[src/rtl/core/kmp_substring_search_core_macros.svh]
// Assertion helpers for the substring search core.
// Both expect clk_i and rst_ni in scope.
`ifndef KMP_SUBSTRING_SEARCH_CORE_MACROS_SVH
`define KMP_SUBSTRING_SEARCH_CORE_MACROS_SVH

// Property checked at every clock edge outside reset.
`define KSS_ASSERT(lbl, prop, msg) \
  lbl: assert property (@(posedge clk_i) disable iff (!rst_ni) (prop)) else $error(msg);

// Antecedent in one cycle implies consequent in the next.
`define KSS_ASSERT_NEXT(lbl, ante, cons, msg) \
  lbl: assert property (@(posedge clk_i) disable iff (!rst_ni) (ante) |=> (cons)) \
    else $error(msg);

`endif

[src/rtl/core/kss_pkg.sv]
// ----------------------------------------------------------------------------
// kss_pkg
// Types and constants shared by the substring search core.
// ----------------------------------------------------------------------------
`default_nettype none

package kss_pkg;

  localparam int PATTERN_DEPTH = 32;
  localparam int POS_W         = 16;

  // length / index widths
  localparam int KW  = $clog2(PATTERN_DEPTH + 1);
  localparam int FAW = KW;
  localparam int SAW = (PATTERN_DEPTH > 1) ? $clog2(PATTERN_DEPTH) : 1;

  localparam logic [POS_W-1:0] POS_MAX = {POS_W{1'b1}};

  localparam logic CMD_PATTERN = 1'b0;
  localparam logic CMD_TEXT    = 1'b1;

  typedef struct packed {
    logic       command;
    logic [7:0] byte_value;
    logic       last;
  } kss_in_t;

  typedef struct packed {
    logic             found;
    logic [POS_W-1:0] match_position;
    logic             pattern_overflow;
    logic             position_saturated;
  } kss_out_t;

  // classified request handed from front to engine
  typedef struct packed {
    logic       is_text;
    logic [7:0] byte_value;
    logic       last;
  } kss_item_t;

  typedef enum logic [1:0] {
    ST_IDLE,
    ST_STEP,
    ST_DONE
  } kss_state_e;

endpackage

`default_nettype wire

[src/rtl/core/kmp_substring_search_core.sv]
// Flow: a text byte with last set passes the front queue, walks the failure table in
// ST_STEP (skipped when no search is due) and is issued from ST_DONE to the output register.
// A pattern byte enters ST_STEP only when it is neither a first nor a dropped byte. The engine
// takes a new byte only in ST_IDLE; the front queue holds up to two bytes while it is busy.
// Reset: control state clears at once; pattern and failure RAMs are undefined until
// loaded and get no clearing pass. start_offset resets to 0.
// ----------------------------------------------------------------------------
// kmp_substring_search_core
// Knuth-Morris-Pratt substring search: front queue, table-walk engine.
// ----------------------------------------------------------------------------
`default_nettype none

module kmp_substring_search_core (
  input  wire logic                       clk_i,
  input  wire logic                       rst_ni,
  input  wire logic                       in_valid_i,
  output logic                            in_ready_o,
  input  wire kss_pkg::kss_in_t           in_data_i,
  output logic                            out_valid_o,
  input  wire logic                       out_ready_i,
  output kss_pkg::kss_out_t               out_data_o,
  input  wire logic                       cfg_we_i,
  input  wire logic [kss_pkg::POS_W-1:0]  cfg_wdata_i
);
  import kss_pkg::*;

  logic [POS_W-1:0] start_offset_q;
  logic             item_valid;
  logic             item_ready;
  kss_item_t        item;

  always_ff @(posedge clk_i or negedge rst_ni) begin
    if (!rst_ni) begin
      start_offset_q <= '0;
    end else if (cfg_we_i) begin
      start_offset_q <= cfg_wdata_i;
    end
  end

  kss_front u_front (
    .clk_i        (clk_i),
    .rst_ni       (rst_ni),
    .in_valid_i   (in_valid_i),
    .in_ready_o   (in_ready_o),
    .in_data_i    (in_data_i),
    .item_valid_o (item_valid),
    .item_ready_i (item_ready),
    .item_o       (item)
  );

  kss_engine u_engine (
    .clk_i          (clk_i),
    .rst_ni         (rst_ni),
    .start_offset_i (start_offset_q),
    .item_valid_i   (item_valid),
    .item_ready_o   (item_ready),
    .item_i         (item),
    .out_valid_o    (out_valid_o),
    .out_ready_i    (out_ready_i),
    .out_data_o     (out_data_o)
  );

endmodule

`default_nettype wire

[src/rtl/core/kss_ram.sv]
// ----------------------------------------------------------------------------
// kss_ram
// Generic single-write, single-read RAM with registered read data.
// ----------------------------------------------------------------------------
`default_nettype none

module kss_ram #(
  parameter int WIDTH = 8,
  parameter int DEPTH = 32
) (
  input  wire logic                                         clk_i,
  input  wire logic                                         we_i,
  input  wire logic [((DEPTH > 1) ? $clog2(DEPTH) : 1)-1:0] waddr_i,
  input  wire logic [WIDTH-1:0]                             wdata_i,
  input  wire logic [((DEPTH > 1) ? $clog2(DEPTH) : 1)-1:0] raddr_i,
  output logic      [WIDTH-1:0]                             rdata_o
);

  logic [WIDTH-1:0] mem_q [DEPTH];

  always_ff @(posedge clk_i) begin
    if (we_i) begin
      mem_q[waddr_i] <= wdata_i;
    end
    rdata_o <= mem_q[raddr_i];
  end

endmodule

`default_nettype wire

[src/rtl/core/kss_front.sv]
// ----------------------------------------------------------------------------
// kss_front
// Accepts input requests, classifies them and buffers them in a two-entry
// queue ahead of the search engine.
// ----------------------------------------------------------------------------
`default_nettype none

module kss_front (
  input  wire logic              clk_i,
  input  wire logic              rst_ni,
  input  wire logic              in_valid_i,
  output logic                   in_ready_o,
  input  wire kss_pkg::kss_in_t  in_data_i,
  output logic                   item_valid_o,
  input  wire logic              item_ready_i,
  output kss_pkg::kss_item_t     item_o
);
  import kss_pkg::*;

  kss_item_t   slot_q [2];
  logic        wptr_q, wptr_d;
  logic        rptr_q, rptr_d;
  logic [1:0]  cnt_q, cnt_d;
  logic        push, pop;
  kss_item_t   cls;

  always_comb begin
    cls.is_text    = (in_data_i.command == CMD_TEXT);
    cls.byte_value = in_data_i.byte_value;
    cls.last       = in_data_i.last;
  end

  assign in_ready_o   = (cnt_q != 2'd2);
  assign item_valid_o = (cnt_q != 2'd0);
  assign item_o       = slot_q[rptr_q];
  assign push         = in_valid_i && in_ready_o;
  assign pop          = item_valid_o && item_ready_i;

  always_comb begin
    wptr_d = wptr_q ^ push;
    rptr_d = rptr_q ^ pop;
    cnt_d  = cnt_q + {1'b0, push} - {1'b0, pop};
  end

  always_ff @(posedge clk_i or negedge rst_ni) begin
    if (!rst_ni) begin
      wptr_q <= 1'b0;
      rptr_q <= 1'b0;
      cnt_q  <= 2'd0;
    end else begin
      wptr_q <= wptr_d;
      rptr_q <= rptr_d;
      cnt_q  <= cnt_d;
    end
  end

  always_ff @(posedge clk_i) begin
    if (push) begin
      slot_q[wptr_q] <= cls;
    end
  end

endmodule

`default_nettype wire

[src/rtl/core/kss_engine.sv]
// ----------------------------------------------------------------------------
// kss_engine
// KMP back end: builds the failure table from pattern bytes, walks it for
// text bytes and issues the end-of-text result.
// ----------------------------------------------------------------------------
`default_nettype none

`include "kmp_substring_search_core_macros.svh"

module kss_engine (
  input  wire logic                       clk_i,
  input  wire logic                       rst_ni,
  input  wire logic [kss_pkg::POS_W-1:0]  start_offset_i,
  input  wire logic                       item_valid_i,
  output logic                            item_ready_o,
  input  wire kss_pkg::kss_item_t         item_i,
  output logic                            out_valid_o,
  input  wire logic                       out_ready_i,
  output kss_pkg::kss_out_t               out_data_o
);
  import kss_pkg::*;

  kss_state_e       state_q, state_d;
  logic [7:0]       byte_q, byte_d;
  logic             last_q, last_d;
  logic             text_q, text_d;
  logic [KW-1:0]    k_q, k_d;
  logic [KW-1:0]    count_q, count_d;
  logic [KW-1:0]    tracker_q, tracker_d;
  logic [KW-1:0]    matched_q, matched_d;
  logic [POS_W-1:0] pos_q, pos_d;
  logic             hit_q, hit_d;
  logic [POS_W-1:0] hitpos_q, hitpos_d;
  logic             loading_q, loading_d;
  logic             ovf_q, ovf_d;
  logic             out_valid_q, out_valid_d;
  kss_out_t         out_q, out_d;

  // memory ports
  logic             mem_we;
  logic [SAW-1:0]   pat_waddr;
  logic [FAW-1:0]   fail_waddr;
  logic [KW-1:0]    fail_wdata;
  logic [7:0]       pat_rdata;
  logic [KW-1:0]    fail_rdata;

  // shared decisions
  logic             take;
  logic [KW-1:0]    eff_count;
  logic             pat_full, pat_direct, search_go;
  logic             mismatch;
  logic [KW-1:0]    k_new;
  logic [KW:0]      count_p1;
  logic             out_room;
  logic [POS_W-1:0] pos_n, m1;

  kss_ram #(.WIDTH(8), .DEPTH(PATTERN_DEPTH)) u_pat_ram (
    .clk_i   (clk_i),
    .we_i    (mem_we),
    .waddr_i (pat_waddr),
    .wdata_i (byte_d),
    .raddr_i (k_d[SAW-1:0]),
    .rdata_o (pat_rdata)
  );

  kss_ram #(.WIDTH(KW), .DEPTH(PATTERN_DEPTH + 1)) u_fail_ram (
    .clk_i   (clk_i),
    .we_i    (mem_we),
    .waddr_i (fail_waddr),
    .wdata_i (fail_wdata),
    .raddr_i (k_d[FAW-1:0]),
    .rdata_o (fail_rdata)
  );

  assign item_ready_o = (state_q == ST_IDLE);
  assign take         = item_valid_i && item_ready_o;
  assign eff_count    = loading_q ? count_q : '0;
  assign pat_full     = (eff_count >= KW'(PATTERN_DEPTH));
  assign pat_direct   = pat_full || (eff_count == '0);
  assign search_go    = (count_q != '0) && !hit_q && (pos_q >= start_offset_i);
  assign mismatch     = (k_q != '0) && (pat_rdata != byte_q);
  assign k_new        = k_q + KW'(pat_rdata == byte_q);
  assign count_p1     = {1'b0, count_q} + (KW+1)'(1);
  assign out_room     = !out_valid_q || out_ready_i;
  assign pos_n        = (pos_q != POS_MAX) ? pos_q + POS_W'(1) : pos_q;
  assign m1           = POS_W'(count_q) - POS_W'(1);

  // next state
  always_comb begin
    state_d = state_q;
    unique case (state_q)
      ST_IDLE: begin
        if (take) begin
          if (item_i.is_text) begin
            state_d = search_go ? ST_STEP : ST_DONE;
          end else if (!pat_direct) begin
            state_d = ST_STEP;
          end
        end
      end
      ST_STEP: begin
        if (!mismatch) begin
          state_d = text_q ? ST_DONE : ST_IDLE;
        end
      end
      ST_DONE: begin
        if (!last_q || out_room) begin
          state_d = ST_IDLE;
        end
      end
      default: state_d = ST_IDLE;
    endcase
  end

  // datapath and outputs
  always_comb begin
    byte_d      = byte_q;
    last_d      = last_q;
    text_d      = text_q;
    k_d         = k_q;
    count_d     = count_q;
    tracker_d   = tracker_q;
    matched_d   = matched_q;
    pos_d       = pos_q;
    hit_d       = hit_q;
    hitpos_d    = hitpos_q;
    loading_d   = loading_q;
    ovf_d       = ovf_q;
    out_valid_d = out_valid_q && !out_ready_i;
    out_d       = out_q;
    mem_we      = 1'b0;
    pat_waddr   = count_q[SAW-1:0];
    fail_waddr  = count_p1[FAW-1:0];
    fail_wdata  = '0;

    unique case (state_q)
      ST_IDLE: begin
        if (take) begin
          byte_d = item_i.byte_value;
          last_d = item_i.last;
          text_d = item_i.is_text;
          if (item_i.is_text) begin
            loading_d = 1'b0;
            k_d       = matched_q;
          end else begin
            loading_d = 1'b1;
            if (!loading_q) begin
              // fresh pattern: drop old pattern and any text progress
              count_d   = '0;
              tracker_d = '0;
              ovf_d     = 1'b0;
              pos_d     = '0;
              matched_d = '0;
              hit_d     = 1'b0;
              hitpos_d  = '0;
            end
            if (pat_full) begin
              ovf_d     = 1'b1;
              loading_d = !item_i.last;
            end else if (eff_count == '0) begin
              mem_we     = 1'b1;
              pat_waddr  = '0;
              fail_waddr = FAW'(1);
              fail_wdata = '0;
              count_d    = KW'(1);
              tracker_d  = '0;
              loading_d  = !item_i.last;
            end else begin
              k_d = tracker_q;
            end
          end
        end
      end
      ST_STEP: begin
        if (mismatch) begin
          k_d = (fail_rdata < k_q) ? fail_rdata : '0;
        end else if (text_q) begin
          if (k_new >= count_q) begin
            hit_d     = 1'b1;
            hitpos_d  = (pos_q >= m1) ? pos_q - m1 : '0;
            matched_d = '0;
          end else begin
            matched_d = k_new;
          end
        end else begin
          tracker_d  = ({1'b0, k_new} >= count_p1) ? '0 : k_new;
          mem_we     = 1'b1;
          fail_wdata = tracker_d;
          count_d    = count_p1[KW-1:0];
          loading_d  = !last_q;
        end
      end
      ST_DONE: begin
        if (!last_q) begin
          pos_d = pos_n;
        end else if (out_room) begin
          out_valid_d = 1'b1;
          if (count_q == '0) begin
            out_d.found          = (start_offset_i <= pos_n);
            out_d.match_position = (start_offset_i <= pos_n) ? start_offset_i : '0;
          end else begin
            out_d.found          = hit_q;
            out_d.match_position = hit_q ? hitpos_q : '0;
          end
          out_d.pattern_overflow   = ovf_q;
          out_d.position_saturated = (pos_n == POS_MAX);
          pos_d     = '0;
          matched_d = '0;
          hit_d     = 1'b0;
          hitpos_d  = '0;
        end
      end
      default: ;
    endcase
  end

  always_ff @(posedge clk_i or negedge rst_ni) begin
    if (!rst_ni) begin
      state_q     <= ST_IDLE;
      byte_q      <= '0;
      last_q      <= 1'b0;
      text_q      <= 1'b0;
      k_q         <= '0;
      count_q     <= '0;
      tracker_q   <= '0;
      matched_q   <= '0;
      pos_q       <= '0;
      hit_q       <= 1'b0;
      hitpos_q    <= '0;
      loading_q   <= 1'b0;
      ovf_q       <= 1'b0;
      out_valid_q <= 1'b0;
      out_q       <= '0;
    end else begin
      state_q     <= state_d;
      byte_q      <= byte_d;
      last_q      <= last_d;
      text_q      <= text_d;
      k_q         <= k_d;
      count_q     <= count_d;
      tracker_q   <= tracker_d;
      matched_q   <= matched_d;
      pos_q       <= pos_d;
      hit_q       <= hit_d;
      hitpos_q    <= hitpos_d;
      loading_q   <= loading_d;
      ovf_q       <= ovf_d;
      out_valid_q <= out_valid_d;
      out_q       <= out_d;
    end
  end

  assign out_valid_o = out_valid_q;
  assign out_data_o  = out_q;

  `KSS_ASSERT(a_count_range, count_q <= KW'(PATTERN_DEPTH), "pattern count past store depth")
  `KSS_ASSERT(a_matched_lt_count, (matched_q == '0) || (matched_q < count_q), "partial match too long")
  `KSS_ASSERT(a_step_index, (state_q != ST_STEP) || (k_q < count_q), "table walk beyond pattern")
  `KSS_ASSERT(a_hit_pos, !hit_q || (hitpos_q <= pos_q), "match start after text position")
  `KSS_ASSERT_NEXT(a_done_clears, (state_q == ST_DONE) && last_q && out_room, !hit_q && (pos_q == '0), "text state not cleared after result")

endmodule

`default_nettype wire
[config.mk]
export PLATFORM = sky130hd
export DESIGN_NAME = kmp_substring_search_core
export DESIGN_NICKNAME = d
export VERILOG_FILES = /design/src/rtl/core/kss_pkg.sv /design/src/rtl/core/kmp_substring_search_core.sv /design/src/rtl/core/kss_ram.sv /design/src/rtl/core/kss_front.sv /design/src/rtl/core/kss_engine.sv
export VERILOG_INCLUDE_DIRS = /design/src /design/src/rtl/core
export SDC_FILE = /design/constraint.sdc
export NUM_CORES = 1
export LEC_CHECK = 0
export BUFFER_PORTS_ARGS = -buffer_cell sky130_fd_sc_hd__buf_4
export CAP_MARGIN = 40
export CORE_MARGIN = 1
export CORE_UTILIZATION = 49
export DETAILED_ROUTE_END_ITERATION = 7
export GPL_TIMING_DRIVEN = 0
export PLACE_DENSITY_LB_ADDON = 0.12
export REMOVE_ABC_BUFFERS = 1
export SETUP_SLACK_MARGIN = 0.5
export SLEW_MARGIN = 20
export SYNTH_ARGS = -nofsm -noshare
export SYNTH_HDL_FRONTEND = slang
export SYNTH_SLANG_ARGS = --single-unit
export TNS_END_PERCENT = 20
[constraint.sdc]
create_clock -name clk_i -period 4.4 [get_ports clk_i]
set_input_delay 0.44 -clock clk_i [delete_from_list [all_inputs] [get_ports clk_i]]
set_output_delay 0.44 -clock clk_i [all_outputs]
set_load 0.01 [all_outputs]
* Word-level counts from Yosys, hierarchy flattened
Memory sizes are Yosys's and may differ from the RTL's. A register that Yosys moved wholly into a read port is not among the register bits.
Cells that the tools add are included.
** Storage, ports and cells
- Bits in registers :: 111
- Bits in latches :: 0
- Bits in writable memories :: 474
- ROM bits :: 0
- Input port bits :: 31
- Word-level logic and storage cells :: 197
- Memories kept :: 3
** Operators by class
- $add $sub $neg :: 7
- $mul :: 0
- Div/mod/pow operators :: 0
- Magnitude comparators :: 7
- Equal/unequal tests :: 20
- Shifts and indexed selects :: 0
- Multiplexer cells :: 103
- Bitwise operators :: 3
- Reductions and logical operators :: 32
** Memory list
- u_engine.u_pat_ram.mem_q :: words 32, width 8, read ports 1, clocked after memory_dff 1, wr ports 1, line kss_ram.sv:19 : logic [WIDTH-1:0] mem_q [DEPTH];
- u_engine.u_fail_ram.mem_q :: words 33, width 6, read ports 1, clocked after memory_dff 1, wr ports 1, line kss_ram.sv:19
- u_front.slot_q :: words 2, width 10, read ports 1, clocked after memory_dff 0, wr ports 1, line kss_front.sv:20 : kss_item_t slot_q [2];
** Operators by type and width (number)
- 6-bit two-way mux :: 37
- 16-bit two-way mux :: 13
- 16-bit one-hot mux with 3 select lines :: 1
- 6-bit one-hot mux with 2 select lines :: 3
- 16-bit >= comparator :: 2
- 16-bit one-hot mux with 2 select lines :: 1
- 1-bit two-way mux :: 28
- 5-bit two-way mux :: 5
- 6-bit one-hot mux with 3 select lines :: 1
- 17-bit two-way mux :: 1
- 16-bit by 1-bit adder with 16-bit output (second input constant) :: 1
- 16-bit equality test (second input constant) :: 1
- 16-bit <= comparator :: 1
- 8-bit two-way mux :: 2
- 16-bit inequality test (second input constant) :: 1
- 16-bit subtractor :: 1
- 2-bit two-way mux :: 7
- 2-bit inequality test (second input constant) :: 7
- 6-bit zero test :: 2
- 4-bit AND reduction :: 3
- 6-bit nonzero test :: 2
- 2-bit by 1-bit inequality test with 1-bit output (second input constant) :: 5
- 5-bit AND reduction :: 2
- 9-bit AND reduction :: 1
- other kinds (28) :: 44

* Logic depth before layout (Yosys ltp)
- Word-level depth :: 9
- Mapped depth :: 20
- Gate-level depth less buffers :: 17

* Hierarchy
Synthesis repeated with hierarchy kept, for this count alone.
** Second synthesis, totals
- Cell total of the unflattened synthesis :: 1762
- Area, all modules :: 26795.7 um^2
** By module, submodules not included
- kss_ram at u_engine.u_pat_ram :: instances 1, cells each 417, area each 10053.4 um^2, sequential area each 7847.5 um^2
- kss_ram at u_engine.u_fail_ram :: instances 1, cells each 468, area each 8229.1 um^2, sequential area each 6065.8 um^2
- kss_engine :: instances 1, cells each 789, area each 6916.6 um^2, sequential area each 2277.2 um^2
- kss_front :: instances 1, cells each 54, area each 947.2 um^2, sequential area each 700.7 um^2
- kmp_substring_search_core :: instances 1, cells each 34, area each 649.4 um^2, sequential area each 400.4 um^2

* Worst setup path after synthesis
Ideal clock, no wire load.
- Path type :: register -> register
- Start :: register u_engine.byte_q[3]
- End :: memory u_engine.u_fail_ram.mem_q[0][3] (netlist name) (data pin)
- Arrival :: 3.572 ns
- Path slack :: 0.457 ns
- Stages on the path, launching flop included :: 16
- Buffers on the path :: 0
- Period minus slack after synthesis :: 3.943 ns
- Cell sequence :: dfrtp_1 xor2_1 nor4_1 and2_1 ha_1 inv_1 ha_1 nand2b_1 a21o_1 a21oi_1 nor2b_1 o21ai_0 nand2b_1 a21oi_1 o21ai_0 nor2b_1
** On the way
- Word-level cells in the longest chain between the ends :: 7
- Elaborated cells on any way between the ends :: 9
- Those cells by class :: add/sub: 1; order compare: 1; eq/ne: 2; mux: 4; reduce/logical: 1
** RTL lines
- from (decl) :: line kss_engine.sv:24 : logic [7:0] byte_q, byte_d;
- from (signal assigned) :: line kss_engine.sv:236 : byte_q <= byte_d;
- 8-bit equality test :: line kss_engine.sv:82 : assign k_new = k_q + KW'(pat_rdata == byte_q);
- 6-bit by 1-bit adder with 6-bit output :: line kss_engine.sv:82
- 6-bit by 7-bit >= comparator with 1-bit output :: line kss_engine.sv:186 : tracker_d = ({1'b0, k_new} >= count_p1) ? '0 : k_new;
- 6-bit two-way mux :: line kss_engine.sv:186
- 6-bit two-way mux :: line kss_engine.sv:177 : end else if (text_q) begin
- 6-bit two-way mux (*) :: line kss_engine.sv:175 : if (mismatch) begin
- 6-bit two-way mux (*)
- named net u_engine.fail_wdata[3] :: line kss_engine.sv:43 : logic [KW-1:0] fail_wdata;
- to (decl) :: line kss_ram.sv:19
Mark *: on every way through the listed nets, which the timed path passes. The rest lies on a longest branch.

* Worst setup path after layout
- Start :: register u_engine.k_q[3]
- End :: register u_engine.u_pat_ram.rdata_o[5] (read register of u_engine.u_pat_ram.mem_q)
** On the way
- Word-level cells in the longest chain between the ends :: 5
- Elaborated cells on any way between the ends :: 10
- Those cells by class :: order compare: 1; mux: 7; reduce/logical: 2
** RTL lines
- from (decl) :: line kss_engine.sv:27 : logic [KW-1:0] k_q, k_d;
- from (signal assigned) :: line kss_engine.sv:239 : k_q <= k_d;
- branches (longest 4 deep; another with 6-bit less-than comparator)
- 6-bit one-hot mux with 2 select lines (*) :: line kss_engine.sv:136 : unique case (state_q)
- to (decl) :: line kss_ram.sv:16 : output logic [WIDTH-1:0] rdata_o
Every way passes the cells marked *.
A chain may end at the register's enable or synchronous reset.

==> out/metrics.csv <==
metric,value,unit
Worst Max-Slew Pin Slew,0.915,ns
PD cells,682,nW/um2
Initial Utilization,0.500,
met2 GRT Util,0.416,
TritonCTS clock tree,done,
Mapped Cells,1967,
layout cells sized above 1,0.179,
Post-synth EDFFs,474,
Max rail drop VDD,0.000382,V
Clock Root Buffer,clkbuf_16,
initial antenna violation count,0,
Core Footprint,52900,um2
Most common cell on crit path,buf_8,
Worst Path Required,4.89,ns
Syn Std Cell Area,26400,um2
Static Leakage,12.3,nW
RSZ-0062 raised after global routing,true,
CP arrival,4.48,ns
synth warn,0,
io pins,52,
ant diodes,0,
"Slowest-stage cell, CP",or4_1,
CP endpoint kind,flop,
Final ANT Viol Nets,0,
Synth top area share,0.539,
gr ovfl total,0,
DR pass1 iterations,7,
vias in the first global route,16800,
area of the multi-input gates,8910,um2
WL final,66.4,mm
Tot GR Track Use,0.249,
Cell variety after synth,75,
Fmax achieved,0.250,GHz
Port Buf Inserts,51,
reg2reg start,u_engine.k_q[3],
chip height,234,um
Post-synth ARST share,0.185,
vias per cell,5.90,
most area-hungry cell type in the Yosys netlist,edfxtp_1,
H-tree lvl count,3,
# DRC,0,
crit start category,flop,
hold endpoint,u_front.slot_q[1][2],
top-count cell post-synth,edfxtp_1,
CP peak stage delay,0.57,ns
top post-synthesis cells by count,"edfxtp_1, nand2_1, nor2_1",
Routed wire per std cell,23.3,um
Most Crowded Layer GR,met2,
Worst-path clk slew,0.06,ns
average size of a mapped cell,13.4,um2
total power,0.0213,W
sequential element share of the synthesized area,0.655,
Tcrit/Tclk final,0.908,
crit-path max FO,35,
row count,84,
Post-synth top flop,edfxtp_1,
largest net degree at the start of global routing,66,
register area,17300,um2
Nets,2216,
worst skew pair latency,0.61,ns
reg2reg end,u_engine.u_pat_ram.rdata_o[5],
r2r setup slk,0.40,ns
clk_skew,0.0318,ns
clock tree buffer depth,3,
vias,16800,
"FF+latch count, synth",599,
CP cell instances,or4_1 > nor3_2 > a21o_2 > nor3_4 > a221oi_4 > buf_8 > buf_8 > inv_8 > bufbuf_16 > and3_1 > a311oi_1 > a31oi_1 > a221oi_1,
Filler cells,4165,
Crit path max-delay family,compound AO/OA/AOI/OAI gates,
"Hold Vio Cnt, Final",0,
hpwl dp,42.3,mm
Setup CP Type,reg -> reg,
GR met1 Demand/Resource,0.336,
synth top area cells,"edfxtp_1, dfrtp_1, nand2_1",
gpl congestion,0.859,
DIE AREA,54800,um2
worst-case reg-to-reg path depth,13,
hold path depth,1,
CTS Sinks,599,
CP Buf/Inv Count,4,
Die X,234,um
max-slew violations,0,
first-pass GRT wire length,101,mm
crit path time final,4.00,ns
Slew HR,0.386,
Setup TNS,0,ns
met3 usage,0.0348,
Worst Hold Launch,in_data_i[2],
max cap viols,0,
Initial DRC Count,1396,
outcome,finished clean,
Synth-to-Final Area Change,18.3,%
final setup violation count,0,
Hold Crit Class,in -> reg,
TritonCTS Buffers,66,
## cell type report
cell class	instances	area share
multi-input cells	1220	0.285
well taps	688	0.0275
repair buffers	164	0.0597
inverters	59	0.00761
flip-flops and latches	599	0.554
clock buffers	97	0.0602
clock inverters	20	0.00601
## placed cells by master (no fill, tap or decap), types with 17 or more instances in the layout
cell type | synthesis | final
ha_1 | 74 | 71
mux2i_1 | 94 | 94
clkbuf_16 | 0 | 70
xnor2_1 | 29 | 27
a31oi_1 | 23 | 23
and3_1 | 39 | 38
a21o_1 | 43 | 43
nand3_1 | 80 | 79
nand2_1 | 294 | 293
nor2_1 | 120 | 96
nor3_1 | 21 | 19
inv_1 | 55 | 54
dfrtp_1 | 111 | 102
o21ai_0 | 59 | 55
a22o_1 | 33 | 33
buf_4 | 18 | 95
a21oi_1 | 48 | 39
mux4_2 | 27 | 28
a311oi_1 | 35 | 31
edfxtp_1 | 474 | 474
buf_6 | 7 | 17
clkbuf_1 | 38 | 23
## state kept, by name, summed over array words and instances (netlist names), 16 cells and up
name                       count
u_engine.u_pat_ram.mem_q     256
u_engine.out_data_o           19
start_offset_q                16
u_front.slot_q                20
u_engine.u_fail_ram.mem_q    198
u_engine.pos_q                16
u_engine.hitpos_q             16
## cells by family (layout without fill, tap and decap cells)
| family | after synthesis | in the layout | share of synthesized area |
|---|---|---|---|
| fa+ha+maj | 75 | 75 | 0.0358 |
| mux | 140 | 140 | 0.0707 |
| xor+xnor | 46 | 46 | 0.0153 |
| buf+inv | 154 | 340 | 0.0299 |
| flops | 599 | 599 | 0.655 |
| compound gates | 334 | 334 | 0.0899 |
| simple gates | 619 | 625 | 0.104 |
## repair_timing
item	in CTS	in global routing
pin swaps	15	5
endpoints found under the hold margin	54	0
buffers inserted	40	7
hold buffers	5	0
endpoints found under the setup margin	434	487
cloned	8	1
resized for setup	56	38
## how the worst max path moves through the flow
stage                              startpoint                        endpoint  slack (ns)  depth (start not counted)
after floorplan                u_front.rptr_q   u_engine.u_pat_ram.rdata_o[0]      -11.37                         11
after global placement         u_front.rptr_q   u_engine.u_pat_ram.rdata_o[1]      -21.99                         10
after detailed placement  u_engine.count_q[2]  u_engine.u_fail_ram.rdata_o[5]       -0.55                         14
after CTS                 u_engine.count_q[0]            u_engine.hitpos_q[6]        0.30                         13
after global routing          u_engine.k_q[1]   u_engine.u_pat_ram.rdata_o[5]        0.28                         13
final                         u_engine.k_q[3]   u_engine.u_pat_ram.rdata_o[5]        0.40                         13
## stage by stage
stage               worst slack [ns]  hold WS (ns)   util  instance area (um2)  cells
floorplan                     -11.37         0.144      -                25800   1872
global placement              -21.99         0.429  0.512                27100   2611
detailed placement            -0.547         0.409  0.531                28100   2661
CTS                            0.296     0.0000340  0.585                30900   2831
global route                   0.278       0.00873  0.591                31200   2847
finish                         0.404        0.0268  0.591                31200   2847
## power by group
part | switching (W) | internal, W | total (W)
clock | 0.00221 | 0.00310 | 0.00530
combinational | 0.00511 | 0.00329 | 0.00840
sequential | 0.000353 | 0.00725 | 0.00760
## routing by layer
| metal | vias up | part of all wire |
|---|---|---|
| met1 | 8441 | 0.42 |
| li1 | 7713 | - |
| met4 | 0 | 0.027 |
| met2 | 519 | 0.49 |
| met3 | 123 | 0.055 |
| met5 | - | 0 |
Power figures use the tool's default switching activity.
